==> src/rtl/core/cius_pkg.sv <==
package cius_pkg;

  localparam int unsigned HDR_LEN   = 13;
  localparam int unsigned STORE_LEN = HDR_LEN - 1;
  localparam int unsigned CNT_W     = 4;
  localparam int unsigned ADDR_W    = 3;

  localparam logic [7:0] MAGIC_0         = 8'h52;
  localparam logic [7:0] MAGIC_1         = 8'h54;
  localparam logic [7:0] MAGIC_2         = 8'h34;
  localparam logic [7:0] MAGIC_3         = 8'h4F;
  localparam logic [7:0] FORMAT_VERSION  = 8'd1;

  localparam logic [ADDR_W-3:0] REG_EXPECTED_TOTAL = '0;

  typedef enum logic [1:0] {
    PH_IDLE,
    PH_HEADER,
    PH_FS,
    PH_FW
  } phase_t;

  typedef enum logic [1:0] {
    DEST_HEADER  = 2'd0,
    DEST_FS      = 2'd1,
    DEST_FW      = 2'd2,
    DEST_DISCARD = 2'd3
  } dest_t;

  typedef enum logic [2:0] {
    EV_NONE      = 3'd0,
    EV_HEADER_OK = 3'd1,
    EV_FS_DONE   = 3'd2,
    EV_DONE      = 3'd3,
    EV_BAD_MAGIC = 3'd4,
    EV_MISMATCH  = 3'd5,
    EV_TOO_SMALL = 3'd6
  } event_t;

  typedef logic [STORE_LEN-1:0][7:0] hdr_store_t;

  typedef struct packed {
    phase_t             phase;
    logic [CNT_W-1:0]   header_count;
    logic [31:0]        fs_len;
    logic [31:0]        fw_len;
    logic [31:0]        seg_cnt;
    logic [31:0]        byte_cnt;
  } split_state_t;

  typedef struct packed {
    logic [7:0]  data_out;
    dest_t       destination;
    logic [31:0] segment_offset;
    event_t      event_res;
    logic [31:0] announced_length;
  } split_result_t;

  typedef struct packed {
    logic             wr;
    logic [CNT_W-1:0] idx;
  } hdr_write_t;

endpackage

==> src/rtl/core/combined_image_upload_splitter_core.sv <==
// Each accepted input beat's result beat is registered and appears in the cycle after acceptance.
// Throughput: one byte per cycle; the state update and the header checks
// (one 34-bit add and compare) finish in the cycle the beat is accepted.
// A waiting result does not stop the next beat while result_ready is high.
// Reset is synchronous: phase idle, counters, lengths and expected_total zero,
// no result pending; header bytes are undefined until written.
module combined_image_upload_splitter_core import cius_pkg::*; (
  input  logic              clk,
  input  logic              rst,
  input  logic              psel,
  input  logic              penable,
  input  logic              pwrite,
  input  logic [ADDR_W-1:0] paddr,
  input  logic [31:0]       pwdata,
  output logic [31:0]       prdata,
  output logic              pready,
  input  logic              byte_valid,
  output logic              byte_ready,
  input  logic [7:0]        data_byte,
  input  logic              first_byte,
  output logic              result_valid,
  input  logic              result_ready,
  output logic [7:0]        data_out,
  output logic [1:0]        destination,
  output logic [31:0]       segment_offset,
  output logic [2:0]        event_res,
  output logic [31:0]       announced_length
);

  logic [31:0]   expected_total;
  split_state_t  state;
  split_state_t  state_next;
  split_result_t res_next;
  split_result_t res;
  hdr_write_t    hdr_wr;
  hdr_store_t    hdr;
  logic          accept;

  cius_cfg u_cfg (
    .clk            (clk),
    .rst            (rst),
    .psel           (psel),
    .penable        (penable),
    .pwrite         (pwrite),
    .paddr          (paddr),
    .pwdata         (pwdata),
    .prdata         (prdata),
    .pready         (pready),
    .expected_total (expected_total)
  );

  cius_step u_step (
    .cur            (state),
    .hdr            (hdr),
    .expected_total (expected_total),
    .data_byte      (data_byte),
    .first_byte     (first_byte),
    .nxt            (state_next),
    .res            (res_next),
    .hdr_wr         (hdr_wr)
  );

  assign byte_ready = !result_valid || result_ready;
  assign accept     = byte_valid && byte_ready;

  always_ff @(posedge clk) begin
    if (rst) begin
      state        <= '{phase: PH_IDLE, default: '0};
      result_valid <= 1'b0;
    end else begin
      if (accept) begin
        state        <= state_next;
        result_valid <= 1'b1;
      end else if (result_ready) begin
        result_valid <= 1'b0;
      end
    end
  end

  always_ff @(posedge clk) begin
    if (accept) begin
      res <= res_next;
    end
  end

  always_ff @(posedge clk) begin
    if (accept && hdr_wr.wr) begin
      hdr[hdr_wr.idx] <= data_byte;
    end
  end

  assign data_out         = res.data_out;
  assign destination      = res.destination;
  assign segment_offset   = res.segment_offset;
  assign event_res        = res.event_res;
  assign announced_length = res.announced_length;

endmodule

==> src/rtl/core/cius_cfg.sv <==
module cius_cfg import cius_pkg::*; (
  input  logic              clk,
  input  logic              rst,
  input  logic              psel,
  input  logic              penable,
  input  logic              pwrite,
  input  logic [ADDR_W-1:0] paddr,
  input  logic [31:0]       pwdata,
  output logic [31:0]       prdata,
  output logic              pready,
  output logic [31:0]       expected_total
);

  logic sel_total;

  assign sel_total = (paddr[ADDR_W-1:2] == REG_EXPECTED_TOTAL);
  assign pready    = 1'b1;
  assign prdata    = sel_total ? expected_total : 32'd0;

  always_ff @(posedge clk) begin
    if (rst) begin
      expected_total <= 32'd0;
    end else if (psel && penable && pwrite && pready && sel_total) begin
      expected_total <= pwdata;
    end
  end

endmodule

==> src/rtl/core/cius_step.sv <==
module cius_step import cius_pkg::*; (
  input  split_state_t  cur,
  input  hdr_store_t    hdr,
  input  logic [31:0]   expected_total,
  input  logic [7:0]    data_byte,
  input  logic          first_byte,
  output split_state_t  nxt,
  output split_result_t res,
  output hdr_write_t    hdr_wr
);

  split_state_t st;
  logic         magic_ok;
  logic [31:0]  fs_len;
  logic [31:0]  fw_len;
  logic [33:0]  sum;
  logic [31:0]  seg_inc;
  logic [32:0]  bc_inc;

  always_comb begin
    st = cur;
    if (first_byte) begin
      st.phase        = (expected_total <= 32'(HDR_LEN)) ? PH_IDLE : PH_HEADER;
      st.header_count = '0;
      st.fs_len       = 32'd0;
      st.fw_len       = 32'd0;
      st.seg_cnt      = 32'd0;
      st.byte_cnt     = 32'd0;
    end
  end

  assign magic_ok = (hdr[0] == MAGIC_0) && (hdr[1] == MAGIC_1) && (hdr[2] == MAGIC_2)
                 && (hdr[3] == MAGIC_3) && (hdr[4] == FORMAT_VERSION);
  assign fs_len   = {hdr[8], hdr[7], hdr[6], hdr[5]};
  assign fw_len   = {data_byte, hdr[11], hdr[10], hdr[9]};
  assign sum      = 34'(HDR_LEN) + {2'b00, fs_len} + {2'b00, fw_len};
  assign seg_inc  = st.seg_cnt + 32'd1;
  assign bc_inc   = {1'b0, st.byte_cnt} + 33'd1;

  always_comb begin
    nxt                  = st;
    nxt.byte_cnt         = bc_inc[31:0];
    res.data_out         = data_byte;
    res.destination      = DEST_DISCARD;
    res.segment_offset   = 32'd0;
    res.event_res        = (first_byte && st.phase == PH_IDLE) ? EV_TOO_SMALL : EV_NONE;
    res.announced_length = 32'd0;
    hdr_wr.wr            = 1'b0;
    hdr_wr.idx           = st.header_count;
    unique case (st.phase)
      PH_HEADER: begin
        res.destination    = DEST_HEADER;
        res.segment_offset = 32'(st.header_count);
        nxt.header_count   = st.header_count + CNT_W'(1);
        hdr_wr.wr          = (st.header_count != CNT_W'(STORE_LEN));
        if (st.header_count == CNT_W'(STORE_LEN)) begin
          nxt.fs_len = fs_len;
          nxt.fw_len = fw_len;
          if (!magic_ok) begin
            res.event_res = EV_BAD_MAGIC;
            nxt.phase     = PH_IDLE;
          end else if (fs_len == 32'd0 || fw_len == 32'd0
                       || sum != {2'b00, expected_total}) begin
            res.event_res = EV_MISMATCH;
            nxt.phase     = PH_IDLE;
          end else begin
            res.event_res        = EV_HEADER_OK;
            res.announced_length = fs_len;
            nxt.seg_cnt          = 32'd0;
            nxt.phase            = PH_FS;
          end
        end
      end
      PH_FS: begin
        res.destination    = DEST_FS;
        res.segment_offset = st.seg_cnt;
        nxt.seg_cnt        = seg_inc;
        if (seg_inc >= st.fs_len) begin
          res.event_res        = EV_FS_DONE;
          res.announced_length = st.fw_len;
          nxt.seg_cnt          = 32'd0;
          nxt.phase            = PH_FW;
        end
      end
      PH_FW: begin
        res.destination    = DEST_FW;
        res.segment_offset = st.seg_cnt;
        nxt.seg_cnt        = seg_inc;
        if (bc_inc >= {1'b0, expected_total}) begin
          res.event_res = EV_DONE;
          nxt.phase     = PH_IDLE;
        end
      end
      default: begin
      end
    endcase
  end

endmodule

==> config.mk <==
export PLATFORM = sky130hd
export DESIGN_NAME = combined_image_upload_splitter_core
export DESIGN_NICKNAME = d
export VERILOG_FILES = /design/src/rtl/core/cius_pkg.sv /design/src/rtl/core/combined_image_upload_splitter_core.sv /design/src/rtl/core/cius_cfg.sv /design/src/rtl/core/cius_step.sv
export SDC_FILE = /design/constraint.sdc
export NUM_CORES = 1
export LEC_CHECK = 0
export BUFFER_PORTS_ARGS = -buffer_cell sky130_fd_sc_hd__buf_2
export CAP_MARGIN = 30
export CORE_UTILIZATION = 55
export CTS_CLUSTER_DIAMETER = 60
export CTS_CLUSTER_SIZE = 28
export DETAILED_ROUTE_END_ITERATION = 10
export PLACE_DENSITY = 0.87
export SKIP_CTS_REPAIR_TIMING = 1
export SYNTH_ARGS = -nofsm -noshare
export SYNTH_HDL_FRONTEND = slang
export SYNTH_SLANG_ARGS = --single-unit
==> constraint.sdc <==
create_clock -name clk -period 5.89 [get_ports clk]
set_input_delay 0.589 -clock clk [delete_from_list [all_inputs] [get_ports clk]]
set_output_delay 0.589 -clock clk [all_outputs]
set_load 0.02 [all_outputs]
# Yosys cells after proc, flatten, opt, wreduce, memory -nomap -nowiden
# Index checks and enable logic that the tools add are counted.
# op_classes
add_sub_neg	5
magnitude_cmp	5
n_eq_ne	11
mux	31
bitwise_logic	1
reduce_logical	19
# op_table
cell	n
$mux 32	6
$mux 134	1
$pmux 37 s3	1
$bwmux 96	1
$mux 96	1
$pmux 32 s3	1
$mux 35	2
$mux 68	1
$logic_not 32->1	2
$pmux 32 s2	1
$add 34x32->34	1
$ne 34x32->1	1
$add 32x1->33 const B	1
$add 4x32->33 const A	1
$ge 33x32->1	1
$add 32x1->32 const B	1
$demux 8 s4	1
$ge 32x32->1	1
$le 32x4->1 const B	1
$eq 8x7->1 const B	3
$mux 3	4
$logic_and 1x1->1	11
$mux 2	5
$eq 8x1->1 const B	1
other kinds (16)	22
# totals
reg_bits	340
input_bits	51
out_inout_bits	112
word_cells	97

# Longest topological paths before layout
# Gate-level depths: netlist of the first run.
# logic_depth
ltp_word	8
ltp_mapped	25
depth_no_buf	20

# Modules after synthesis
# From an unflattened synthesis of the first run, not the netlist that was laid out.
# unflattened
hier_cells	2454
area_unflattened_um2	21901.0
# modules_own_cells
module	n_inst	cells_per_inst	area_each_um2	seq_area_each_um2
combined_image_upload_splitter_core	1	811	11170.7	7897.6
cius_step	1	1466	9033.7	0.0
cius_cfg	1	177	1696.6	640.6

# Worst setup path before layout of the first run
# Ideal clock, no wire load.
# synth_path
kind	input to register
startpoint	input first_byte
endpoint	register state[32] in the netlist's numbering
setup_time_ps	65
arrival_time_ps	5801
required_ps	5825
setup_slack_ps	24
cell_stages	23
path_buffers	4
path_cell_list	clkbuf_1 > clkbuf_1 > clkbuf_1 > clkbuf_1 > nor2b_1 > ha_1 > nor2b_1 > nand4_1 > or3_1 > nor2b_1 > nand3_1 > or3_1 > a21oi_1 > ha_1 > a21oi_1 > o21ai_0 > a221oi_1 > nand2_1 > a211oi_1 > o21ai_1 > nor2_1 > o32ai_1 > nor2_1
# synth_between
elab_chain_cells	5
word_cells_on_any_way	12
classes_between	add/sub: 1; order compare: 1; eq/ne: 4; mux: 6
# synth_lines
item	line_no	source
start, declared	combined_image_upload_splitter_core.sv:20	input logic first_byte,
$mux 134 *	cius_step.sv:22	if (first_byte) begin
$add 32x1->32 or $mux 32 (tied branches)	cius_step.sv:37, cius_step.sv:62	
$ge 32x32->1 or $mux 32 (tied branches)	cius_step.sv:78, cius_step.sv:59	
$mux 32 or $mux 96 (tied branches)	cius_step.sv:78, cius_step.sv:56	
$pmux 32 s3 *	cius_step.sv:50	unique case (st.phase)
end signal, assigned	combined_image_upload_splitter_core.sv:72	state <= state_next;
end, declared	combined_image_upload_splitter_core.sv:31	split_state_t state;
# Every way passes the cells marked *; elsewhere a longest branch is shown, timed or not.
# A chain may end at the register's enable or synchronous reset.

# Worst setup path in the final report of the first run
# layout_path
startpoint	register hdr[42] in the netlist's numbering
endpoint	register state[48] in the netlist's numbering
# layout_between
elab_chain_cells	8
word_cells_on_any_way	10
classes_between	add/sub: 2; eq/ne: 1; mux: 4; reduce/logical: 3
# layout_lines
item	line_no	source
start, declared	combined_image_upload_splitter_core.sv:36	hdr_store_t hdr;
start signal, assigned by index	combined_image_upload_splitter_core.sv:88	hdr[hdr_wr.idx] <= data_byte;
$add 4x32->33	cius_step.sv:36	assign sum = 34'(HDR_LEN) + {2'b00, fs_len} + {2'b00, fw_len};
$add 34x32->34	cius_step.sv:36	
$ne 34x32->1	cius_step.sv:63	|| sum != {2'b00, expected_total}) begin
$logic_or 1x1->1 *	cius_step.sv:63	
$mux 32 *	cius_step.sv:62	end else if (fs_len == 32'd0 || fw_len == 32'd0
$mux 32 *	cius_step.sv:59	if (!magic_ok) begin
$mux 96 *	cius_step.sv:56	if (st.header_count == CNT_W'(STORE_LEN)) begin
$pmux 32 s3 *	cius_step.sv:50	
# Marks and branches as above.

==> run metrics, run 1 <==
status finished clean; Pre-Repair DR Iteration Count 6; Post-synth EDFFs 173; Mapped Area 19,200 µm²; Critical Path Fanout Max 12; R2R Setup Slk 0.22 ns; Syn-to-layout area delta 13.1%; via/cell ratio 6.45; Detail Route Antenna Nets 0; worst path setup slack after routing 0.218 ns; grt total ovfl 0; post-synthesis register bit count 340; Place WS 0.177 ns; hpwl dp 42,400 µm; Root Buffer clkbuf_16; Final setup violation count 0; syn_area_per_cell 9.11 µm²; Final GP Congestion 0.933; Max Clk Rate 176 MHz; Mapped Cells 2,108; post-synth cell types 87; routed length per instance 21.5 µm; leakage dissipation 8.13 nW; mux share of post-synthesis cell area 0.00163; top post-synthesis cells by area edfxtp_1, dfxtp_1, ha_1; Die Height 189 µm; # fillers 2,815; Compound-Gate Fraction of Synth Area 0.168; Global Route Usage Sum 0.320; final worst path period share 0.963; post-synth net total 2,272; max-cap violations 0; IO buf count 159; critical path type reg -> reg; minimum clock period 5.67 ns; RSZ-0062 raised after global routing no; VDD IR max 228 µV; area share of the largest cell type after synthesis 0.270; post-synthesis simple-gate area fraction 0.216; starting DRC count in detailed routing 2,186; CTS Buffer Depth 3; final wirelength 58,200 µm; CTS sink cnt 340; clk_lat worst skew 0.59 ns; Final Non-Filler Cells 2,714; clock-pin slew on the worst setup and hold paths 0.10 ns; via count 17,500; cell taking the most area after synthesis edfxtp_1; IO Pins 163; Pwr Total 0.00506 W; Antenna Diode Count 0; DRC viols 0; Starting Density 0.557; row count 68; Slew @ Worst Pin 0.971 ns; WP data arrival 6.15 ns; dpl cells 2,665; xor/xnor cell area share of the yosys netlist 0.0579; Chip Width 189 µm; power per cell area 233 nW/µm²; core area 34,500 µm²; CP startpoint kind flip-flop; largest family of logic cells by synthesized area simple AND/OR/NAND/NOR gates; largest net degree at the start of global routing 81; total negative setup slack 0 ns; nets 2,403; TritonCTS clock tree yes; Final Core Density 0.630; Worst Skew 0.0265 ns; vias in the first global route 16,400; Rel. slew slack 0.348; share of cells above drive strength 1 0.133; first-pass GRT wire length 90,100 µm; sequential fraction of the synthesis area 0.445; final hold violations 0; Syn. warnings 0; ys flop type edfxtp_1; CTS buffer count 26; Crit. End Element flip-flop; worst path required time 6.36 ns; Slew Limit Fails 0; initial antenna violation count 1; full die area 35,700 µm²; CTS H-Tree Depth 1; Adder-Cell Fraction of Synth Area 0.0740; worst hold path type in -> reg; ys async rst share 0
layer usage:
layer | vias up | track usage | share of wire
met1 | 8347 | 0.443 | 0.41
li1 | 7925 | - | -
met2 | 1078 | 0.514 | 0.45
met3 | 158 | 0.0434 | 0.10
met5 | - | 0 | 0.00022
met4 | 2 | 0.109 | 0.036
synth_stat cells (6+ instances only):
cell type / count
inv_1: 64
and2_1: 37
edfxtp_1: 173
clkbuf_1: 97
ha_1: 112
nand4_1: 56
o22ai_1: 8
and3_1: 17
nor4_1: 34
nor2b_1: 38
and4_1: 7
buf_1: 13
nor3_1: 56
a32o_1: 35
dfxtp_1: 167
a211oi_1: 15
a21o_1: 23
a211o_1: 6
a21oi_1: 137
o21a_1: 21
o211ai_1: 18
o21ai_0: 58
buf_2: 8
or3_1: 12
xor2_1: 61
nand3_1: 59
nor3b_1: 7
nor2_1: 230
nand2b_1: 10
xnor2_1: 64
o21ai_1: 9
o31ai_1: 9
nand2_1: 268
a22oi_1: 73
critical path, cell delays in order (launching register included):
cell and delay [ns]:
edfxtp_1 0.50, a21oi_1 0.12, nand2b_1 0.11, nand2b_1 0.17
nor3_2 0.31, and4_1 0.27, nand2_1 0.10, nor2_1 0.12
xor2_1 0.09, ha_1 0.48, nand2_1 0.17, o2111ai_1 0.29
o31ai_1 0.12, nor4_1 0.36, nand4_1 0.16, or4_1 0.54
or4_4 0.58, or4b_4 0.62, a32o_1 0.29, a21o_1 0.15
cell families (layout without fill, tap and decap cells):
family / Yosys count / count (layout)
flops: 340 / 340
mux: 3 / 3
compound gates: 473 / 473
other cells: 1 / 1
buf+inv: 187 / 338
xor+xnor: 126 / 126
simple gates: 865 / 865
fa+ha+maj: 113 / 113
flip-flops by register name, summed over array words and instances (netlist names):
register              count
segment_offset           32
result_valid              1
destination               2
data_out                  8
state                   134
u_cfg.expected_total     32
event_res                 3
announced_length         32
hdr                      96
area by class of cell:
| type | instances | area [µm²] | area share |
|---|---|---|---|
| Multi-Input combinational cell | 1581 | 9980 | 0.460 |
| Timing Repair Buffer | 224 | 1340 | 0.0619 |
| Clock buffer | 29 | 683 | 0.0314 |
| Clock inverter | 19 | 355 | 0.0164 |
| Inverter | 66 | 250 | 0.0115 |
| Sequential cell | 340 | 8540 | 0.393 |
| Tap cell | 455 | 569 | 0.0262 |
report_power, final:
part	internal, W	switching [W]
clock network	0.000966	0.00109
logic	0.000129	0.000324
registers	0.00253	0.0000244
final timing paths:
kind,startpoint,to,cells past startpoint
worst min register to register,state[132],state[132],2
worst max register to register,hdr[42],state[48],19
worst max-delay path,hdr[42],state[48],19
worst min-delay path,pwdata[10],u_cfg.expected_total[10],3
through the flow:
stage	cell area (µm²)	hold slack, ns
final	21700	0.232
after CTS	21700	0.223
after global placement	20600	0.436
after floorplan	19200	0.429
after global routing	21700	0.238
after detailed placement	20700	0.448
cell usage in the layout, fill, tap and decap left out, types with 6 or more instances in the layout:
cell type,n
a211oi_1,15
a32o_1,35
nand2_1,267
o22ai_1,8
o211ai_1,18
nand4_1,56
and4_1,7
a211o_1,6
buf_2,158
a22oi_1,73
xnor2_1,64
clkbuf_16,27
nand2b_1,10
xor2_1,61
o21ai_1,8
edfxtp_1,173
o31ai_1,9
a21o_1,23
nor3b_1,6
nor2b_1,38
nand3_1,59
nor3_1,55
ha_1,112
nor4_1,34
dfxtp_1,167
a21oi_1,137
o21ai_0,58
and3_1,17
or3_1,12
buf_4,61
nor2_1,229
and2_1,37
o21a_1,21
inv_1,64
Note: power is estimated with default switching activity, not from simulation.
==> run 2: changes to the inputs <==
--- a/config.mk
+++ b/config.mk
@@ -7,11 +7,12 @@
 export LEC_CHECK = 0
 export BUFFER_PORTS_ARGS = -buffer_cell sky130_fd_sc_hd__buf_2
 export CAP_MARGIN = 30
-export CORE_UTILIZATION = 55
+export CORE_UTILIZATION = 56
+export CTS_BUF_LIST = sky130_fd_sc_hd__clkbuf_8
 export CTS_CLUSTER_DIAMETER = 60
 export CTS_CLUSTER_SIZE = 28
 export DETAILED_ROUTE_END_ITERATION = 10
-export PLACE_DENSITY = 0.87
+export PLACE_DENSITY = 0.88
 export SKIP_CTS_REPAIR_TIMING = 1
 export SYNTH_ARGS = -nofsm -noshare
 export SYNTH_HDL_FRONTEND = slang
==> run 2 against run 1 <==
Effect of this change: final cell count down 0.63%; first-iteration DRC count rose by 4.5%; design area down 2.4%; wire length decreased by 0.45%; via count decreased by 0.85%; maximum frequency is 0.45% lower; non-clock buffer count shrank 8; worst setup slack worse by 0.026 ns.
==> run metrics, run 2 (synthesized netlist as in run 1, its figures left out) <==
status finished clean; Top Registers state x134, hdr x96; Detail Route Antenna Nets 0 (unchanged); CP startpoint kind flip-flop; # fillers 2,769 (-1.6%); most common cell after layout, fill and taps aside nand2_1; sequential share of power 0.581 (+0.076); via/cell ratio 6.44 (-0.22%); core area 33,600 µm² (-2.4%); Syn-to-layout area delta 10.4%; Global Route Usage Sum 0.322 (+0.00266); final wirelength 58,000 µm (-0.45%); nets 2,394 (-0.37%); power per cell area 207 nW/µm² (-11%); CP most frequent cell nor2b_1; worst path setup slack after routing 0.192 ns (-0.0256 ns); Sw Share 0.287 (+0.00312); routed length per instance 21.5 µm (+0.17%); most frequent cells in the layout nand2_1, nor2_1, edfxtp_1; Crit path max-delay family simple AND/OR/NAND/NOR gates; final worst path period share 0.967 (+0.00434); CTS H-Tree Depth 1 (unchanged); Slew Limit Fails 0 (unchanged); CTS buffer count 25 (-3.8%); worst path bufs/invs 1 (+1); RSZ-0062 raised after global routing no; Slew @ Worst Pin 1.07 ns (+0.0995 ns); Final Instance Area 21,200 µm² (-2.4%); final hold violations 0 (unchanged); Max Clk Rate 176 MHz (-0.45%); Worst Skew 0.0394 ns (+0.0129 ns); VDD IR max 206 µV (-9.7%); CTS Buffer Depth 3 (unchanged); IO Pins 163 (unchanged); hpwl dp 42,100 µm (-0.72%); Final Non-Filler Cells 2,697 (-0.63%); FF/Latch Area 8540 µm² (unchanged); Placed Area 20,600 µm² (-0.26%); Chip Width 187 µm (-0.89%); Die Height 187 µm (-0.89%); vias in the first global route 16,200 (-1.3%); row count 67 (-1.5%); IO buf count 159 (unchanged); TritonCTS clock tree yes; total negative setup slack 0 ns (unchanged); largest net degree at the start of global routing 90 (+11%); worst path required time 6.49 ns (+0.13 ns); Critical Path Fanout Max 9 (-3); DRC viols 0 (unchanged); Combinational Power Share 0.104 (+0.014); Final setup violation count 0 (unchanged); Final GP Congestion 0.975 (+4.6%); Rel. slew slack 0.281 (-0.0673); CP max-delay cell a2111oi_0; share of cells above drive strength 1 0.129 (-0.00430); Starting Density 0.571 (+0.0140); grt total ovfl 0 (unchanged); multi-input gate area in the final layout 9980 µm² (about the same); WP data arrival 6.30 ns (+0.15 ns); dpl cells 2,650 (-0.56%); clk_lat worst skew 0.65 ns (+0.06 ns); Psw 0.00126 W (-12%); max-cap violations 0 (unchanged); first-pass GRT wire length 89,900 µm (-0.22%); Root Buffer clkbuf_8; Pre-Repair DR Iteration Count 6 (unchanged); Final Core Density 0.631 (about the same); CTS sink cnt 340 (unchanged); starting DRC count in detailed routing 2,285 (+4.5%); Internal Pwr Total 0.00314 W (-13%); Clk pwr share 0.316 (-0.090); full die area 35,000 µm² (-1.8%); Antenna Diode Count 0 (unchanged); Largest register FFs 134 (unchanged); clock-pin slew on the worst setup and hold paths 0.12 ns (+0.02 ns); critical path type reg -> reg; crit path cell chain nor2b_1, ha_1, nor2b_1, nand4_1, or3_1, nor2b_1, nand3_1, or3_1, a21oi_1, ha_1, a21oi_1, o21ai_0, a221oi_1, nand2_1, a211oi_1, buf_4, nor2_1, a2111oi_0, a31o_2, a41o_1; worst hold path type in -> reg; leakage dissipation 7.89 nW (-2.9%); Crit. End Element flip-flop; Worst path max stage delay 0.60 ns (-0.02 ns); minimum clock period 5.70 ns (+0.0256 ns); via count 17,400 (-0.85%); Place WS 0.173 ns (-0.00421 ns); Largest Register state; initial antenna violation count 0 (-1)
[run 2: metal layers]
layer	vias up	GRT usage	wire length [µm]
li1	7893	-	-
met1	8259	0.454	23800
met2	1056	0.513	26500
met3	154	0.0424	5800
met4	0	0.105	1950
met5	-	0	0
[run 2: final timing paths]
kind | startpoint | endpoint | slack [ns] | cells after the start
worst max-delay path | state[32] | state[54] | 0.19 | 20
worst min-delay path | pwdata[19] | u_cfg.expected_total[19] | 0.18 | 3
worst max register to register | state[32] | state[54] | 0.19 | 20
worst min register to register | state[132] | state[132] | 0.46 | 2
[run 2: metrics by stage]
step | hold WS [ns] | power, W
floorplan | 0.429 | 0.00288
global placement | 0.436 | 0.00303
detailed placement | 0.443 | 0.00305
CTS | 0.160 | 0.00439
global route | 0.164 | 0.00453
finish | 0.178 | 0.00440
[run 2: cell type report]
type	count	area share
multi-input combinational	1581	0.471
sequential	340	0.403
timing repair buffer	216	0.0612
tap	448	0.0264
clock buffer	25	0.0162
inverter	66	0.0118
clock inverter	21	0.0111
[run 2: power by group through the flow]
stage	sequential [W]	clock [W]	combinational (W)
after floorplan	0.00264	0	0.000243
after global placement	0.00261	0	0.000423
after detailed placement	0.00261	0	0.000444
after CTS	0.00255	0.00139	0.000445
after global routing	0.00256	0.00148	0.000485
final	0.00255	0.00139	0.000456
[run 2: tightest hold or removal path, cell delays in order]
cell and delay, ns:
buf_2 0.10, nand2_1 0.05, a21oi_1 0.05
